==> config.mk <==
export PLATFORM = sky130hd
export DESIGN_NAME = period_meter_adaptive_smoothing_flat
export DESIGN_NICKNAME = d
export VERILOG_FILES = /design/src/hdl/pms_pkg.sv /design/src/hdl/pms_in_if.sv /design/src/hdl/pms_out_if.sv /design/src/hdl/pms_queue.sv /design/src/hdl/pms_front.sv /design/src/hdl/pms_div.sv /design/src/hdl/pms_back.sv /design/src/hdl/period_meter_adaptive_smoothing.sv /design/src/flat_wrapper.sv
export SDC_FILE = /design/constraint.sdc
export NUM_CORES = 2
export LEC_CHECK = 0
export ABC_AREA = 1
export BUFFER_PORTS_ARGS = -buffer_cell sky130_fd_sc_hd__buf_2
export CORE_MARGIN = 3
export CORE_UTILIZATION = 51
export DETAILED_ROUTE_END_ITERATION = 8
export PLACE_DENSITY = 0.63
export SETUP_SLACK_MARGIN = 0.15
export SLEW_MARGIN = 20
export SYNTH_ARGS = -nofsm -noshare
export SYNTH_HDL_FRONTEND = slang
export SYNTH_SLANG_ARGS = --single-unit
==> constraint.sdc <==
create_clock -name i_clk -period 6.8 [get_ports i_clk]
set_input_delay 0 -clock i_clk [delete_from_list [all_inputs] [get_ports i_clk]]
set_output_delay 0 -clock i_clk [all_outputs]
set_load 0.1 [all_outputs]
==> src/hdl/pms_pkg.sv <==
// shared types and constants of the period meter
package pms_pkg;

    localparam int unsigned TIME_W  = 32;
    localparam int unsigned FREQ_W  = 21;
    localparam int unsigned BAND_W  = 2;
    localparam int unsigned HOLD_W  = 16;
    localparam int unsigned THR_W   = 10;
    localparam int unsigned NUM_W   = 37;
    localparam int unsigned PROD_W  = THR_W + TIME_W;
    localparam int unsigned CNT_W   = $clog2(NUM_W + 1);
    localparam int unsigned CFG_W   = 16;
    localparam int unsigned IDX_W   = 2;
    localparam int unsigned Q_DEPTH = 2;
    localparam int unsigned Q_PTR_W = 1;
    localparam int unsigned Q_CNT_W = 2;

    // division by five, one byte of the dividend per step
    localparam int unsigned CD_W      = 40;
    localparam int unsigned CD_DIG_W  = 8;
    localparam int unsigned CD_REM_W  = 3;
    localparam int unsigned CD_V_W    = CD_REM_W + CD_DIG_W;
    localparam int unsigned CD_PROD_W = 24;
    localparam int unsigned CD_STEPS  = CD_W / CD_DIG_W;
    localparam int unsigned CD_CNT_W  = 3;
    localparam int unsigned RECIP5_SH = 14;

    localparam logic [PROD_W-1:0] HZ_NUM      = PROD_W'(1000000);
    localparam logic [NUM_W-1:0]  MILLIHZ_NUM = NUM_W'(1000000000);
    localparam logic [FREQ_W-1:0] FREQ_MAX    = '1;
    // (2^14 + 1) / 5, exact for step values below 2^14
    localparam logic [CD_PROD_W-1:0] RECIP5   = CD_PROD_W'(3277);

    localparam logic [BAND_W-1:0] BAND_RAW  = 2'd0;
    localparam logic [BAND_W-1:0] BAND_MID  = 2'd1;
    localparam logic [BAND_W-1:0] BAND_FAST = 2'd2;

    localparam logic [IDX_W-1:0] CFG_HOLDOFF = 2'd0;
    localparam logic [IDX_W-1:0] CFG_FAST    = 2'd1;
    localparam logic [IDX_W-1:0] CFG_MID     = 2'd2;

    localparam logic [HOLD_W-1:0] HOLDOFF_RST = 16'd800;
    localparam logic [THR_W-1:0]  FAST_RST    = 10'd49;
    localparam logic [THR_W-1:0]  MID_RST     = 10'd9;

    typedef struct packed {
        logic [HOLD_W-1:0] holdoff_us;
        logic [THR_W-1:0]  fast_threshold_hz;
        logic [THR_W-1:0]  mid_threshold_hz;
    } t_cfg;

    typedef enum logic [2:0] {
        ST_IDLE,
        ST_BAND,
        ST_SUM,
        ST_SMOOTH,
        ST_RECIP,
        ST_DONE
    } t_bstate;

endpackage

==> src/hdl/pms_in_if.sv <==
// sample channel: level and timestamp
interface pms_in_if;
    logic                         valid;
    logic                         ready;
    logic                         level;
    logic [pms_pkg::TIME_W-1:0]   time_us;

    modport source (output valid, output level, output time_us, input ready);
    modport sink   (input valid, input level, input time_us, output ready);
endinterface

==> src/hdl/pms_out_if.sv <==
// result channel: smoothed period, frequency and band
interface pms_out_if;
    logic                         valid;
    logic                         ready;
    logic [pms_pkg::TIME_W-1:0]   period_us;
    logic [pms_pkg::FREQ_W-1:0]   freq_millihz;
    logic [pms_pkg::BAND_W-1:0]   band;

    modport source (output valid, output period_us, output freq_millihz, output band,
                    input ready);
    modport sink   (input valid, input period_us, input freq_millihz, input band,
                    output ready);
endinterface

==> src/hdl/pms_queue.sv <==
// two-entry queue of elapsed times between front and back
module pms_queue (
    input  logic                       i_clk,
    input  logic                       i_rst_n,
    input  logic                       i_push,
    input  logic [pms_pkg::TIME_W-1:0] i_data,
    output logic                       o_full,
    input  logic                       i_pop,
    output logic                       o_valid,
    output logic [pms_pkg::TIME_W-1:0] o_data
);
    logic [pms_pkg::TIME_W-1:0]  r_mem [pms_pkg::Q_DEPTH];
    logic [pms_pkg::Q_PTR_W-1:0] r_wp;
    logic [pms_pkg::Q_PTR_W-1:0] r_rp;
    logic [pms_pkg::Q_CNT_W-1:0] r_cnt;

    assign o_full  = (r_cnt == pms_pkg::Q_CNT_W'(pms_pkg::Q_DEPTH));
    assign o_valid = (r_cnt != '0);
    assign o_data  = r_mem[r_rp];

    always_ff @(posedge i_clk) begin
        if (!i_rst_n) begin
            r_wp  <= '0;
            r_rp  <= '0;
            r_cnt <= '0;
        end else begin
            if (i_push) begin
                r_wp <= r_wp + 1'b1;
            end
            if (i_pop) begin
                r_rp <= r_rp + 1'b1;
            end
            case ({i_push, i_pop})
                2'b10:   r_cnt <= r_cnt + 1'b1;
                2'b01:   r_cnt <= r_cnt - 1'b1;
                default: r_cnt <= r_cnt;
            endcase
        end
    end

    always_ff @(posedge i_clk) begin
        if (i_push) begin
            r_mem[r_wp] <= i_data;
        end
    end
endmodule

==> src/hdl/pms_front.sv <==
// front: edge qualification with holdoff, start mark tracking
module pms_front (
    input  logic                       i_clk,
    input  logic                       i_rst_n,
    pms_in_if.sink                     i_smp,
    input  logic [pms_pkg::HOLD_W-1:0] i_holdoff_us,
    input  logic                       i_q_full,
    output logic                       o_push,
    output logic [pms_pkg::TIME_W-1:0] o_elapsed
);
    logic                       r_last_level;
    logic [pms_pkg::TIME_W-1:0] r_start_mark;
    logic [pms_pkg::TIME_W-1:0] w_elapsed;
    logic                       w_take;

    assign i_smp.ready = !i_q_full;

    always_comb begin
        w_elapsed = i_smp.time_us - r_start_mark;
        w_take    = i_smp.valid && i_smp.ready && (i_smp.level != r_last_level)
                    && (w_elapsed > pms_pkg::TIME_W'(i_holdoff_us));
    end

    assign o_push    = w_take && i_smp.level;
    assign o_elapsed = w_elapsed;

    always_ff @(posedge i_clk) begin
        if (!i_rst_n) begin
            r_last_level <= 1'b0;
            r_start_mark <= '0;
        end else if (w_take) begin
            r_last_level <= i_smp.level;
            if (i_smp.level) begin
                r_start_mark <= i_smp.time_us + 1'b1;
            end
        end
    end
endmodule

==> src/hdl/pms_div.sv <==
// restoring divider, one quotient bit per cycle
module pms_div (
    input  logic                       i_clk,
    input  logic                       i_rst_n,
    input  logic                       i_start,
    input  logic [pms_pkg::NUM_W-1:0]  i_dividend,
    input  logic [pms_pkg::TIME_W-1:0] i_divisor,
    output logic                       o_done,
    output logic [pms_pkg::NUM_W-1:0]  o_quotient
);
    logic                       r_busy;
    logic                       r_done;
    logic [pms_pkg::CNT_W-1:0]  r_cnt;
    logic [pms_pkg::TIME_W-1:0] r_rem;
    logic [pms_pkg::TIME_W-1:0] r_dvs;
    logic [pms_pkg::NUM_W-1:0]  r_quo;
    logic [pms_pkg::TIME_W:0]   w_shift;
    logic [pms_pkg::TIME_W:0]   w_diff;
    logic                       w_bit;

    always_comb begin
        w_shift = {r_rem, r_quo[pms_pkg::NUM_W-1]};
        w_diff  = w_shift - {1'b0, r_dvs};
        w_bit   = (w_shift >= {1'b0, r_dvs});
    end

    assign o_done     = r_done;
    assign o_quotient = r_quo;

    always_ff @(posedge i_clk) begin
        if (!i_rst_n) begin
            r_busy <= 1'b0;
            r_done <= 1'b0;
            r_cnt  <= '0;
        end else begin
            r_done <= 1'b0;
            if (i_start) begin
                r_busy <= 1'b1;
                r_cnt  <= pms_pkg::CNT_W'(pms_pkg::NUM_W);
            end else if (r_busy) begin
                r_cnt <= r_cnt - 1'b1;
                if (r_cnt == pms_pkg::CNT_W'(1)) begin
                    r_busy <= 1'b0;
                    r_done <= 1'b1;
                end
            end
        end
    end

    always_ff @(posedge i_clk) begin
        if (i_start) begin
            r_quo <= i_dividend;
            r_rem <= '0;
            r_dvs <= i_divisor;
        end else if (r_busy) begin
            r_quo <= {r_quo[pms_pkg::NUM_W-2:0], w_bit};
            r_rem <= w_bit ? w_diff[pms_pkg::TIME_W-1:0] : w_shift[pms_pkg::TIME_W-1:0];
        end
    end
endmodule

==> src/hdl/pms_back.sv <==
// back: band pick, smoothing, reciprocal and output register
module pms_back (
    input  logic                       i_clk,
    input  logic                       i_rst_n,
    input  pms_pkg::t_cfg              i_cfg,
    input  logic                       i_q_valid,
    input  logic [pms_pkg::TIME_W-1:0] i_q_data,
    output logic                       o_pop,
    pms_out_if.source                  o_res
);
    pms_pkg::t_bstate             r_state;
    pms_pkg::t_bstate             n_state;
    logic [pms_pkg::TIME_W-1:0]   r_elapsed;
    logic [pms_pkg::TIME_W-1:0]   r_period;
    logic [pms_pkg::PROD_W-1:0]   r_fast_prod;
    logic [pms_pkg::PROD_W-1:0]   r_mid_prod;
    logic [pms_pkg::BAND_W-1:0]   r_band;
    logic [pms_pkg::FREQ_W-1:0]   r_freq;
    logic                         r_out_valid;
    logic [pms_pkg::TIME_W-1:0]   r_out_period;
    logic [pms_pkg::FREQ_W-1:0]   r_out_freq;
    logic [pms_pkg::BAND_W-1:0]   r_out_band;
    logic [pms_pkg::CD_W-1:0]     r_cd_num;
    logic [pms_pkg::CD_REM_W-1:0] r_cd_rem;
    logic [pms_pkg::CD_CNT_W-1:0] r_cd_cnt;

    logic [pms_pkg::BAND_W-1:0]   w_band;
    logic [pms_pkg::NUM_W-1:0]    w_p;
    logic [pms_pkg::NUM_W-1:0]    w_e;
    logic [pms_pkg::NUM_W-1:0]    w_num;
    logic                         w_load;
    logic                         w_div_start;
    logic [pms_pkg::NUM_W-1:0]    w_div_dividend;
    logic [pms_pkg::TIME_W-1:0]   w_div_divisor;
    logic                         w_div_done;
    logic [pms_pkg::NUM_W-1:0]    w_div_quo;
    logic [pms_pkg::CD_W-1:0]     w_cd_load;
    logic [pms_pkg::CD_V_W-1:0]   w_cd_v;
    logic [pms_pkg::CD_PROD_W-1:0] w_cd_prod;
    logic [pms_pkg::CD_DIG_W-1:0] w_cd_digit;
    logic [pms_pkg::CD_V_W-1:0]   w_cd_back;
    logic [pms_pkg::CD_REM_W-1:0] w_cd_rem;

    pms_div u_div (
        .i_clk      (i_clk),
        .i_rst_n    (i_rst_n),
        .i_start    (w_div_start),
        .i_dividend (w_div_dividend),
        .i_divisor  (w_div_divisor),
        .o_done     (w_div_done),
        .o_quotient (w_div_quo)
    );

    // band from the previous period, weighted sum by shift and add
    always_comb begin
        w_p = pms_pkg::NUM_W'(r_period);
        w_e = pms_pkg::NUM_W'(r_elapsed);
        if (r_period == '0) begin
            w_band = pms_pkg::BAND_RAW;
        end else if (r_fast_prod < pms_pkg::HZ_NUM) begin
            w_band = pms_pkg::BAND_FAST;
        end else if (r_mid_prod < pms_pkg::HZ_NUM) begin
            w_band = pms_pkg::BAND_MID;
        end else begin
            w_band = pms_pkg::BAND_RAW;
        end
        if (w_band == pms_pkg::BAND_FAST) begin
            w_num = (w_p << 4) + (w_p << 1) + w_p + w_e;
        end else begin
            w_num = (w_p << 3) + w_p + w_e;
        end
    end

    // divide by twenty as a shift by two then by five, by ten as a shift by one then five;
    // the division by five runs a byte per step through a reciprocal multiply
    always_comb begin
        w_cd_load  = (w_band == pms_pkg::BAND_FAST) ?
                     pms_pkg::CD_W'(w_num[pms_pkg::NUM_W-1:2]) :
                     pms_pkg::CD_W'(w_num[pms_pkg::NUM_W-1:1]);
        w_cd_v     = {r_cd_rem, r_cd_num[pms_pkg::CD_W-1 -: pms_pkg::CD_DIG_W]};
        w_cd_prod  = pms_pkg::CD_PROD_W'(w_cd_v) * pms_pkg::RECIP5;
        w_cd_digit = w_cd_prod[pms_pkg::RECIP5_SH +: pms_pkg::CD_DIG_W];
        w_cd_back  = w_cd_v - ((pms_pkg::CD_V_W'(w_cd_digit) << 2)
                               + pms_pkg::CD_V_W'(w_cd_digit));
        w_cd_rem   = w_cd_back[pms_pkg::CD_REM_W-1:0];
    end

    always_comb begin
        n_state        = r_state;
        o_pop          = 1'b0;
        w_load         = 1'b0;
        w_div_start    = 1'b0;
        w_div_dividend = '0;
        w_div_divisor  = '0;
        unique case (r_state)
            pms_pkg::ST_IDLE: begin
                if (i_q_valid) begin
                    o_pop   = 1'b1;
                    n_state = pms_pkg::ST_BAND;
                end
            end
            pms_pkg::ST_BAND: begin
                n_state = pms_pkg::ST_SUM;
            end
            pms_pkg::ST_SUM: begin
                if (w_band == pms_pkg::BAND_RAW) begin
                    w_div_start    = 1'b1;
                    w_div_dividend = pms_pkg::MILLIHZ_NUM;
                    w_div_divisor  = r_elapsed;
                    n_state        = pms_pkg::ST_RECIP;
                end else begin
                    n_state        = pms_pkg::ST_SMOOTH;
                end
            end
            pms_pkg::ST_SMOOTH: begin
                if (r_cd_cnt == '0) begin
                    w_div_start    = 1'b1;
                    w_div_dividend = pms_pkg::MILLIHZ_NUM;
                    w_div_divisor  = r_cd_num[pms_pkg::TIME_W-1:0];
                    n_state        = pms_pkg::ST_RECIP;
                end
            end
            pms_pkg::ST_RECIP: begin
                if (w_div_done) begin
                    n_state = pms_pkg::ST_DONE;
                end
            end
            pms_pkg::ST_DONE: begin
                if (!r_out_valid || o_res.ready) begin
                    w_load  = 1'b1;
                    n_state = pms_pkg::ST_IDLE;
                end
            end
            default: begin
                n_state = pms_pkg::ST_IDLE;
            end
        endcase
    end

    always_ff @(posedge i_clk) begin
        if (!i_rst_n) begin
            r_state     <= pms_pkg::ST_IDLE;
            r_period    <= '0;
            r_out_valid <= 1'b0;
        end else begin
            r_state <= n_state;
            if (r_state == pms_pkg::ST_SUM && w_band == pms_pkg::BAND_RAW) begin
                r_period <= r_elapsed;
            end else if (r_state == pms_pkg::ST_SMOOTH && r_cd_cnt == '0) begin
                r_period <= r_cd_num[pms_pkg::TIME_W-1:0];
            end
            if (w_load) begin
                r_out_valid <= 1'b1;
            end else if (o_res.ready) begin
                r_out_valid <= 1'b0;
            end
        end
    end

    always_ff @(posedge i_clk) begin
        if (o_pop) begin
            r_elapsed <= i_q_data;
        end
        if (r_state == pms_pkg::ST_BAND) begin
            r_fast_prod <= pms_pkg::PROD_W'(i_cfg.fast_threshold_hz)
                           * pms_pkg::PROD_W'(r_period);
            r_mid_prod  <= pms_pkg::PROD_W'(i_cfg.mid_threshold_hz)
                           * pms_pkg::PROD_W'(r_period);
        end
        if (r_state == pms_pkg::ST_SUM) begin
            r_band   <= w_band;
            r_cd_num <= w_cd_load;
            r_cd_rem <= '0;
            r_cd_cnt <= pms_pkg::CD_CNT_W'(pms_pkg::CD_STEPS);
        end else if (r_state == pms_pkg::ST_SMOOTH && r_cd_cnt != '0) begin
            // quotient bytes shift in from the bottom as dividend bytes leave the top
            r_cd_num <= {r_cd_num[pms_pkg::CD_W-pms_pkg::CD_DIG_W-1:0], w_cd_digit};
            r_cd_rem <= w_cd_rem;
            r_cd_cnt <= r_cd_cnt - 1'b1;
        end
        if (r_state == pms_pkg::ST_RECIP && w_div_done) begin
            // saturate when the quotient needs more than the field width
            if (w_div_quo[pms_pkg::NUM_W-1:pms_pkg::FREQ_W] != '0) begin
                r_freq <= pms_pkg::FREQ_MAX;
            end else begin
                r_freq <= w_div_quo[pms_pkg::FREQ_W-1:0];
            end
        end
        if (w_load) begin
            r_out_period <= r_period;
            r_out_freq   <= r_freq;
            r_out_band   <= r_band;
        end
    end

    assign o_res.valid        = r_out_valid;
    assign o_res.period_us    = r_out_period;
    assign o_res.freq_millihz = r_out_freq;
    assign o_res.band         = r_out_band;
endmodule

==> src/hdl/period_meter_adaptive_smoothing.sv <==
// top level: reciprocal period meter with band-adaptive smoothing
//
// usage
// - i_smp carries one sample per transfer: the measured level and a free-running
//   microsecond timestamp that wraps at 2^32
// - o_res carries one result per qualified rising edge: smoothed period, its
//   reciprocal in millihertz (saturated to 21 bits) and the smoothing band
// - samples that are not a qualified rising edge give no result
// - config: i_cfg_we writes i_cfg_data to register i_cfg_idx
//   (0 holdoff_us, 1 fast_threshold_hz, 2 mid_threshold_hz, others ignored);
//   write only while the block is idle
// - throughput: the front takes one sample per cycle while the 2-entry queue
//   has room; per rising edge the back picks the band, forms the weighted sum,
//   runs the byte-serial division by ten or twenty when smoothing and one pass
//   of the serial divider, and pops the next elapsed time only once the result
//   is loaded into the output register
// - a stalled receiver holds the result in the output register; the back
//   finishes the next edge and waits, then the queue fills and i_smp.ready drops
// - reset: registers back to 800 / 49 / 9, no level seen, start mark and
//   period zero, queue and output empty
module period_meter_adaptive_smoothing (
    input  logic                       i_clk,
    input  logic                       i_rst_n,
    pms_in_if.sink                     i_smp,
    pms_out_if.source                  o_res,
    input  logic                       i_cfg_we,
    input  logic [pms_pkg::IDX_W-1:0]  i_cfg_idx,
    input  logic [pms_pkg::CFG_W-1:0]  i_cfg_data
);
    pms_pkg::t_cfg              r_cfg;
    logic                       w_push;
    logic [pms_pkg::TIME_W-1:0] w_push_data;
    logic                       w_q_full;
    logic                       w_q_valid;
    logic [pms_pkg::TIME_W-1:0] w_q_data;
    logic                       w_pop;

    // configuration registers
    always_ff @(posedge i_clk) begin
        if (!i_rst_n) begin
            r_cfg.holdoff_us        <= pms_pkg::HOLDOFF_RST;
            r_cfg.fast_threshold_hz <= pms_pkg::FAST_RST;
            r_cfg.mid_threshold_hz  <= pms_pkg::MID_RST;
        end else if (i_cfg_we) begin
            unique case (i_cfg_idx)
                pms_pkg::CFG_HOLDOFF: r_cfg.holdoff_us        <= i_cfg_data;
                pms_pkg::CFG_FAST:    r_cfg.fast_threshold_hz <= i_cfg_data[pms_pkg::THR_W-1:0];
                pms_pkg::CFG_MID:     r_cfg.mid_threshold_hz  <= i_cfg_data[pms_pkg::THR_W-1:0];
                default: begin
                    // unused index, write dropped
                end
            endcase
        end
    end

    // front: qualifies edges and hands elapsed times of rising edges on
    pms_front u_front (
        .i_clk        (i_clk),
        .i_rst_n      (i_rst_n),
        .i_smp        (i_smp),
        .i_holdoff_us (r_cfg.holdoff_us),
        .i_q_full     (w_q_full),
        .o_push       (w_push),
        .o_elapsed    (w_push_data)
    );

    // decoupling queue
    pms_queue u_queue (
        .i_clk   (i_clk),
        .i_rst_n (i_rst_n),
        .i_push  (w_push),
        .i_data  (w_push_data),
        .o_full  (w_q_full),
        .i_pop   (w_pop),
        .o_valid (w_q_valid),
        .o_data  (w_q_data)
    );

    // back: smoothing, reciprocal, output register
    pms_back u_back (
        .i_clk     (i_clk),
        .i_rst_n   (i_rst_n),
        .i_cfg     (r_cfg),
        .i_q_valid (w_q_valid),
        .i_q_data  (w_q_data),
        .o_pop     (w_pop),
        .o_res     (o_res)
    );
endmodule

==> src/flat_wrapper.sv <==
// flat-port wrapper written by rule: the top's interface ports become plain ports
module period_meter_adaptive_smoothing_flat 
  (i_clk, i_rst_n, i_cfg_we, i_cfg_idx, i_cfg_data, i_smp_valid, i_smp_level, i_smp_time_us, i_smp_ready, o_res_valid, o_res_period_us, o_res_freq_millihz, o_res_band, o_res_ready);
  pms_in_if i_smp_i ();
  pms_out_if o_res_i ();
  input  logic i_clk;
  input  logic i_rst_n;
  input  logic i_cfg_we;
  input  logic [pms_pkg::IDX_W-1:0] i_cfg_idx;
  input  logic [pms_pkg::CFG_W-1:0] i_cfg_data;
  input wire logic [$bits(i_smp_i.valid)-1:0] i_smp_valid;
  input wire logic [$bits(i_smp_i.level)-1:0] i_smp_level;
  input wire logic [$bits(i_smp_i.time_us)-1:0] i_smp_time_us;
  output wire logic [$bits(i_smp_i.ready)-1:0] i_smp_ready;
  output wire logic [$bits(o_res_i.valid)-1:0] o_res_valid;
  output wire logic [$bits(o_res_i.period_us)-1:0] o_res_period_us;
  output wire logic [$bits(o_res_i.freq_millihz)-1:0] o_res_freq_millihz;
  output wire logic [$bits(o_res_i.band)-1:0] o_res_band;
  input wire logic [$bits(o_res_i.ready)-1:0] o_res_ready;
  assign i_smp_i.valid = i_smp_valid;
  assign i_smp_i.level = i_smp_level;
  assign i_smp_i.time_us = i_smp_time_us;
  assign i_smp_ready = i_smp_i.ready;
  assign o_res_valid = o_res_i.valid;
  assign o_res_period_us = o_res_i.period_us;
  assign o_res_freq_millihz = o_res_i.freq_millihz;
  assign o_res_band = o_res_i.band;
  assign o_res_i.ready = o_res_ready;
  period_meter_adaptive_smoothing u_core (.i_clk(i_clk), .i_rst_n(i_rst_n), .i_smp(i_smp_i), .o_res(o_res_i), .i_cfg_we(i_cfg_we), .i_cfg_idx(i_cfg_idx), .i_cfg_data(i_cfg_data));
endmodule
==> Word-level counts from Yosys, hierarchy flattened <==
Memories as Yosys holds them, arrays and structs flattened. A register that Yosys moved wholly into a read port is not among the register bits.
Index checks and enable logic that the tools add are counted.
{ "classes": {"add_sub_neg": 16, "n_lt_le_gt_ge": 4, "reduce_logical": 31, "bitwise": 2, "muxes": 42, "n_eq_ne": 17, "div": 0, "n_shift": 0, "n_mul": 3} }
{ "op_table": {"columns": ["operator", "count"], "rows": [
  ["$mux W32", 5],
  ["$mux W37", 3],
  ["$lt A42 B20 Y1 const B", 2],
  ["$mul A10 B32 Y42", 2],
  ["$mux W40", 2],
  ["$add A37 B32 Y37", 2],
  ["$pmux W32 S2", 1],
  ["$sub A32 B32 Y32", 2],
  ["$mux W30", 2],
  ["$pmux W30 S2", 1],
  ["$add A36 B32 Y37", 1],
  ["$add A36 B33 Y37", 1],
  ["$add A35 B32 Y36", 1],
  ["$mux W36", 1],
  ["$ge A33 B32 Y1", 1],
  ["$add A32 B1 Y32 const B", 1],
  ["$gt A32 B16 Y1", 1],
  ["$logic_not A32 Y1", 1],
  ["$mul A11 B12 Y22 const B", 1],
  ["$pmux W3 S6", 1],
  ["$reduce_bool A16 Y1", 1],
  ["$mux W1", 15],
  ["$mux W3", 5],
  ["$mux W6", 2],
  ["31 further kinds", 60]
]} }
{ "totals": {"latch_bits": 0, "memories": 1, "rom_bits": 0, "mem_bits_rw": 64, "regBits": 426, "word_cells": 144, "out_inout_bits": 57, "inputBits": 56} }
{ "memory_table": {"columns": ["memory", "depth", "word_bits", "read_ports", "rd_ports_with_merged_regs", "write_ports", "line_no", "text"], "rows": [
  ["u_core.u_queue.r_mem", 2, 32, 1, 1, 1, "pms_queue.sv:12", "logic [pms_pkg::TIME_W-1:0] r_mem [pms_pkg::Q_DEPTH];"]
]} }

==> Logic depth before layout (Yosys ltp) <==
{ "logic_depth": {"depth_word": 8, "depth_mapped": 31, "depth_no_buf": 30} }

==> Cells and area by module <==
A second synthesis with hierarchy kept.
{ "hier_totals": {"hier_cells": 7584, "area_unflattened_um2": 56973.4} }
{ "modules_own_cells": {"columns": ["module", "area_each_um2", "cells_per_inst", "instances", "seq_area_each_um2"], "rows": [
  ["pms_back", 40333.7, 5218, 1, 7507.2],
  ["pms_div", 7208.2, 1022, 1, 2872.8],
  ["pms_front", 5242.5, 990, 1, 660.6],
  ["pms_queue", 2692.6, 135, 1, 2021.9],
  ["period_meter_adaptive_smoothing", 1496.4, 219, 1, 720.7]
]} }

==> Worst setup path after synthesis <==
OpenSTA, ideal clock, no wires.
{ "synth_timing": {"kind": "register -> register", "start": "register u_core.u_back.r_state[0]", "end": "register u_core.u_back.r_fast_prod[10] (netlist name), enable pin", "path_slack_ps": 890, "setup_ps": 593, "n_path_buf": 0, "stages_incl_launch_ff": 3, "arrival_ps": 5317, "synth_period_minus_slack_ps": 5910, "required_ps": 6207, "cell_sequence": "dfxtp_1 > inv_1 > nor3_1"} }
{ "synth_between": {"elab_chain_len": 1} }
{ "synth_rtl": {"columns": ["item", "line_no", "text"], "rows": [
  ["start: declaration", "pms_back.sv:11", "pms_pkg::t_bstate r_state;"],
  ["start signal: assignment", "pms_back.sv:142", "r_state <= pms_pkg::ST_IDLE;"],
  ["start signal: assignment", "pms_back.sv:146", "r_state <= n_state;"],
  ["$eq A3 B1 Y1", "pms_back.sv:164", "if (r_state == pms_pkg::ST_BAND) begin"],
  ["end signal: assignment", "pms_back.sv:165", "r_fast_prod <= pms_pkg::PROD_W'(i_cfg.fast_threshold_hz)"],
  ["end: declaration", "pms_back.sv:15", "logic [pms_pkg::PROD_W-1:0] r_fast_prod;"]
]} }
No other way between the ends.
A chain may end at the register's enable or synchronous reset.

==> Worst setup path in the final report <==
{ "layout_timing": {"start": "register u_core.r_cfg[1] (netlist name)", "end": "register u_core.u_back.r_mid_prod[33] (netlist name), data pin"} }
{ "layout_between": {"elab_chain_len": 1} }
{ "layout_rtl": {"columns": ["item", "line_no", "text"], "rows": [
  ["start: declaration", "period_meter_adaptive_smoothing.sv:30", "pms_pkg::t_cfg r_cfg;"],
  ["$mul A10 B32 Y42", "pms_back.sv:168", "* pms_pkg::PROD_W'(r_period);"],
  ["end signal: assignment", "pms_back.sv:167", "r_mid_prod <= pms_pkg::PROD_W'(i_cfg.mid_threshold_hz)"],
  ["end: declaration", "pms_back.sv:16", "logic [pms_pkg::PROD_W-1:0] r_mid_prod;"]
]} }
No other way between the ends.

==> metrics.md <==
| Metric | Value |
|---|---|
| Post-route ant nets | `0` |
| Clock Latency Late Sink | `660 ps` |
| Root Driver | `clkbuf_16` |
| Die Height | `between 300 and 400 µm` |
| Yosys warnings | `0` |
| Cell taking the most area after synthesis | `fa_1` |
| CTS Buf Count | `~60` |
| Worst hold path type | `in2reg` |
| Top cells by area, synth | `fa_1 (23%), edfxtp_1 (20%), nand2_1 (12%)` |
| CP top delay family | `adder cells` |
| CP Data Required Time | `a little over 7000 ps` |
| Top-count cell post-synth | `nand2_1` |
| Cts hold-fix bufs | `about 110` |
| Seq pwr share | `between 20% and 30%` |
| Yosys top cell area share | `a little under a quarter` |
| Leakage power | `31.5 nW` |
| Clock-pin transition on the worst setup and hold timing paths | `about 60 ps` |
| CTS tree | `done` |
| Ys async rst share | `0%` |
| Vias/cell | `~5.3` |
| Layout cells sized above 1 | `5.63%` |
| Filler cells | `approximately 9600` |
| Seq/Total Area, Yosys | `between 20% and 30%` |
| Nets | `approximately 8000` |
| Synth Instances | `between 6000 and 7000` |
| Crit. Startpoint | `u_core.r_cfg[1]$_SDFFE_PN0P_` |
| NetSw | `slightly above 8 mW` |
| Switching Fraction | `approximately 46%` |
| Critical Path Stages | `19` |
| Clock sink count | `slightly above 500` |
| CP Cell Sequence | `buf_4, nand2_1, fa_1, inv_1, fa_1, fa_1, fa_1, inv_1, fa_1, inv_1, ha_1, nand2_1, nor2_1, nand2_1, nor4_1, a21oi_1, o21ai_0, a21oi_1, xnor2_1` |
| Syn_area_per_cell | `slightly below 8 µm²` |
| Max-Cap Viols | `0` |
| Syn_nets | `~7700` |
| Fin Hold WS | `71.1 ps` |
| R2R cell count | `19` |
| CP endpoint | `u_core.u_back.r_mid_prod[33]$_DFFE_PP_` |
| Slew Viols, Final | `0` |
| Clock share of power | `18.3%` |
| GPL Wtd Cong | `between 0.9 and 1` |
| Worst path slowest cell | `dfxtp_1` |
| Crit-path most repeated cell | `fa_1` |
| Worst vdd ir | `between 0.0005 and 0.0006 V` |
| Hold Vio Cnt, Final | `0` |
| Synth cell count leaders | `nand2_1 (1676), inv_1 (1439), fa_1 (598)` |
| Worst-margin pin slew | `approximately 1200 ps` |
| Arr. time, crit path | `6520 ps` |
| Final global-route overflow total | `0` |
| F_max | `roughly 0.16 GHz` |
| Initial core utilization | `51.7%` |
| Rows | `117` |
| CP Class | `reg2reg` |
| Power per Cell Area | `between 300 and 400 nW/µm²` |
| Width of the chip | `approximately 330 µm` |
| Initial antenna violation count | `4` |
| Area delta synth->final | `10.4%` |
| Number of remaining DRC errors | `0` |
| Count of state elements after synthesis | `between 500 and 600` |
| Resized Gates After CTS | `0` |
| Critical R2R Launch | `u_core.r_cfg[1]$_SDFFE_PN0P_` |
| Non-Filler Instances | `8282` |
| Clk_skew | `between 20 and 25 ps` |
| P_int | `9.53 mW` |
| CTS HTree Levels | `2` |
| Final min period | `a little over 6000 ps` |
| Final setup fails | `0` |
| Critical Path End Type | `flip-flop` |
| GRT Total Usage | `roughly 28%` |
| Post-Synth Simple-Gate Area | `between 10% and 20%` |
| DR vias | `approximately 44000` |
| Proportion of synthesized area in mux cells | `0%` |
| Xor and xnor area share after synthesis | `3.08%` |
| Pre-CTS setup slack | `746 ps` |
| Core area | `102000 µm²` |
| First-pass GRT wire length | `about 240000 µm` |
| Dpl hpwl | `approximately 120000 µm` |
| Setup ws final | `690 ps` |
| Io pins | `~110` |
| FF-to-FF setup slack | `roughly 700 ps` |
| Adder-Cell Fraction of Synth Area | `between 30% and 40%` |
| Worst-case clock buffer depth | `3` |
| WP buf/inv | `4` |
| RR Endpoint | `u_core.u_back.r_mid_prod[33]$_DFFE_PP_` |
| Unrepaired setup endpoints after global routing | `false` |
| Yosys cell types | `50` |
| Final period util | `89.9%` |
| Final instance area | `between 50000 and 60000 µm²` |
| CP Max Fanout | `20` |
| Compound-Gate Fraction of Synth Area | `a little over 8%` |
| EDFF count, synth | `around 360` |
| Placed Area | `55400 µm²` |
| DRT iter0 DRCs | `about 3400` |
| Mapped Area | `roughly 53000 µm²` |
| Overall routed net length | `between 150000 and 200000 µm` |
| Total Die Area | `approximately 110000 µm²` |
| Combinational share of power | `about 55%` |
| IO Port Bufs | `112` |
| Largest net degree at the start of global routing | `73` |
| Final Total Pwr | `17.6 mW` |
| First-pass DRT Iterations | `7` |
| Largest family of logic cells by synthesized area | `adder cells` |
| Max-slew headroom at the worst pin | `19.3%` |
| Crit-path max cell delay | `roughly 970 ps` |
| Post-Route Setup TNS | `0 ps` |
| Vias in the first global route | `~44000` |
| Ys flop type | `edfxtp_1` |
| Fin util | `~57%` |
| Placed cells | `8056` |
| Status | `complete, no violations` |
| Avg WL per Cell | `18.2 µm` |
| Critical Path Source Type | `flip-flop` |
| Post-CTS Setup Inserts | `0` |
[power by group through the flow]
stage                     combinational, mW  sequential, mW  clock, mW
after floorplan                        6.93            4.66          0
after global placement                 9.39            4.74          0
after detailed placement               9.51            4.75          0
after CTS                              9.64            4.69       3.29
after global routing                   11.0            4.77       3.41
final                                  9.66            4.71       3.22
[sequential cells by signal (all words and copies together), names as in the netlist, 32 cells and up]
signal / count
u_core.u_back.r_fast_prod: 36
u_core.u_back.r_elapsed: 32
u_core.u_back.r_mid_prod: 36
u_core.u_back.u_div.r_rem: 32
u_core.u_back.u_div.r_dvs: 32
u_core.u_back.r_period: 32
u_core.u_back.r_cd_num: 40
u_core.u_back.o_res.period_us: 32
u_core.r_cfg: 36
u_core.u_queue.r_mem: 64
u_core.u_front.r_start_mark: 32
u_core.u_back.u_div.o_quotient: 37
[per-layer routing]
| metal | vias to the layer above | wire length [µm] | track usage (%) | share of wire (%) |
|---|---|---|---|---|
| li1 | 20983 | - | - | - |
| met1 | 20920 | 64500 | 38.9 | 43 |
| met2 | 1520 | 69000 | 46.2 | 46 |
| met3 | 279 | 12100 | 4.58 | 8.0 |
| met4 | 0 | 5490 | 9.46 | 3.6 |
| met5 | - | 0 | 0 | 0 |
[kinds of logic (layout without fill, tap and decap cells)]
| logic type | count (synthesis) | count (layout) |
|---|---|---|
| and+or+nand+nor | 2549 | 2549 |
| buffers and inverters | 1678 | 1917 |
| adders and majority gates | 970 | 970 |
| AOI/OAI and AO/OA | 779 | 779 |
| DFF | 510 | 510 |
| xor gates and xnor gates | 185 | 185 |
| other | 0 | 4 |
[placed cells by master (no fill, tap or decap), drive strengths merged, types with 8 or more instances in the layout]
cell type    Yosys  layout
nand4           79      79
a21boi          12      12
nor2           504     504
o21ai          242     242
a31oi           30      30
o21a            20      20
clkinv           4      23
o22ai           19      19
clkinvlp         0       8
a21o            22      22
a211oi           8       8
nor3            41      41
or2             21      21
a221oi          13      13
xor2           116     116
a21oi          351     351
nand2         1679    1679
dfxtp          155     155
o211ai          19      19
xnor2           68      68
buf             58     239
clkbuf         164      69
ha             372     372
o21bai          32      32
nor4            34      34
fa             598     598
inv           1452    1461
dlygate4sd3      0     111
nand3          166     166
nand3b          20      20
edfxtp         355     355
[worst min path at each step]
stage | startpoint | end | slack [ps] | cells after the start
finish | i_cfg_we | u_core.r_cfg[10]$_SDFFE_PN1P_ | 70 | 4
global route | i_smp_level | u_core.u_front.r_start_mark[10]$_SDFFE_PN0P_ | 110 | 4
CTS | i_smp_level | u_core.u_front.r_start_mark[10]$_SDFFE_PN0P_ | 4 | 4
detailed placement | i_cfg_data[14] | u_core.r_cfg[34]$_SDFFE_PN0P_ | 290 | 3
global placement | i_cfg_data[11] | u_core.r_cfg[31]$_SDFFE_PN0P_ | 280 | 3
floorplan | i_cfg_data[0] | u_core.r_cfg[10]$_SDFFE_PN1P_ | 110 | 2
[tightest hold or removal path: cells and delay by family]
| kind | cells | cell delay (ps) |
|---|---|---|
| and+or+nand+nor | 3 | 580 |
| buffers and inverters | 1 | 110 |
[final cells by class]
class	count	area, µm²	area share, %
Inverter	1456	5470	9.34
Sequential cell	510	13800	23.5
Timing Repair Buffer	350	2660	4.55
Tap cell	1368	1710	2.92
Clock buffer	69	1520	2.60
Clock inverter	42	429	0.733
Multi-Input combinational cell	4483	33000	56.3
Antenna cell	4	10.0	0.0171
No activity file was read; power rests on OpenSTA's default activity.
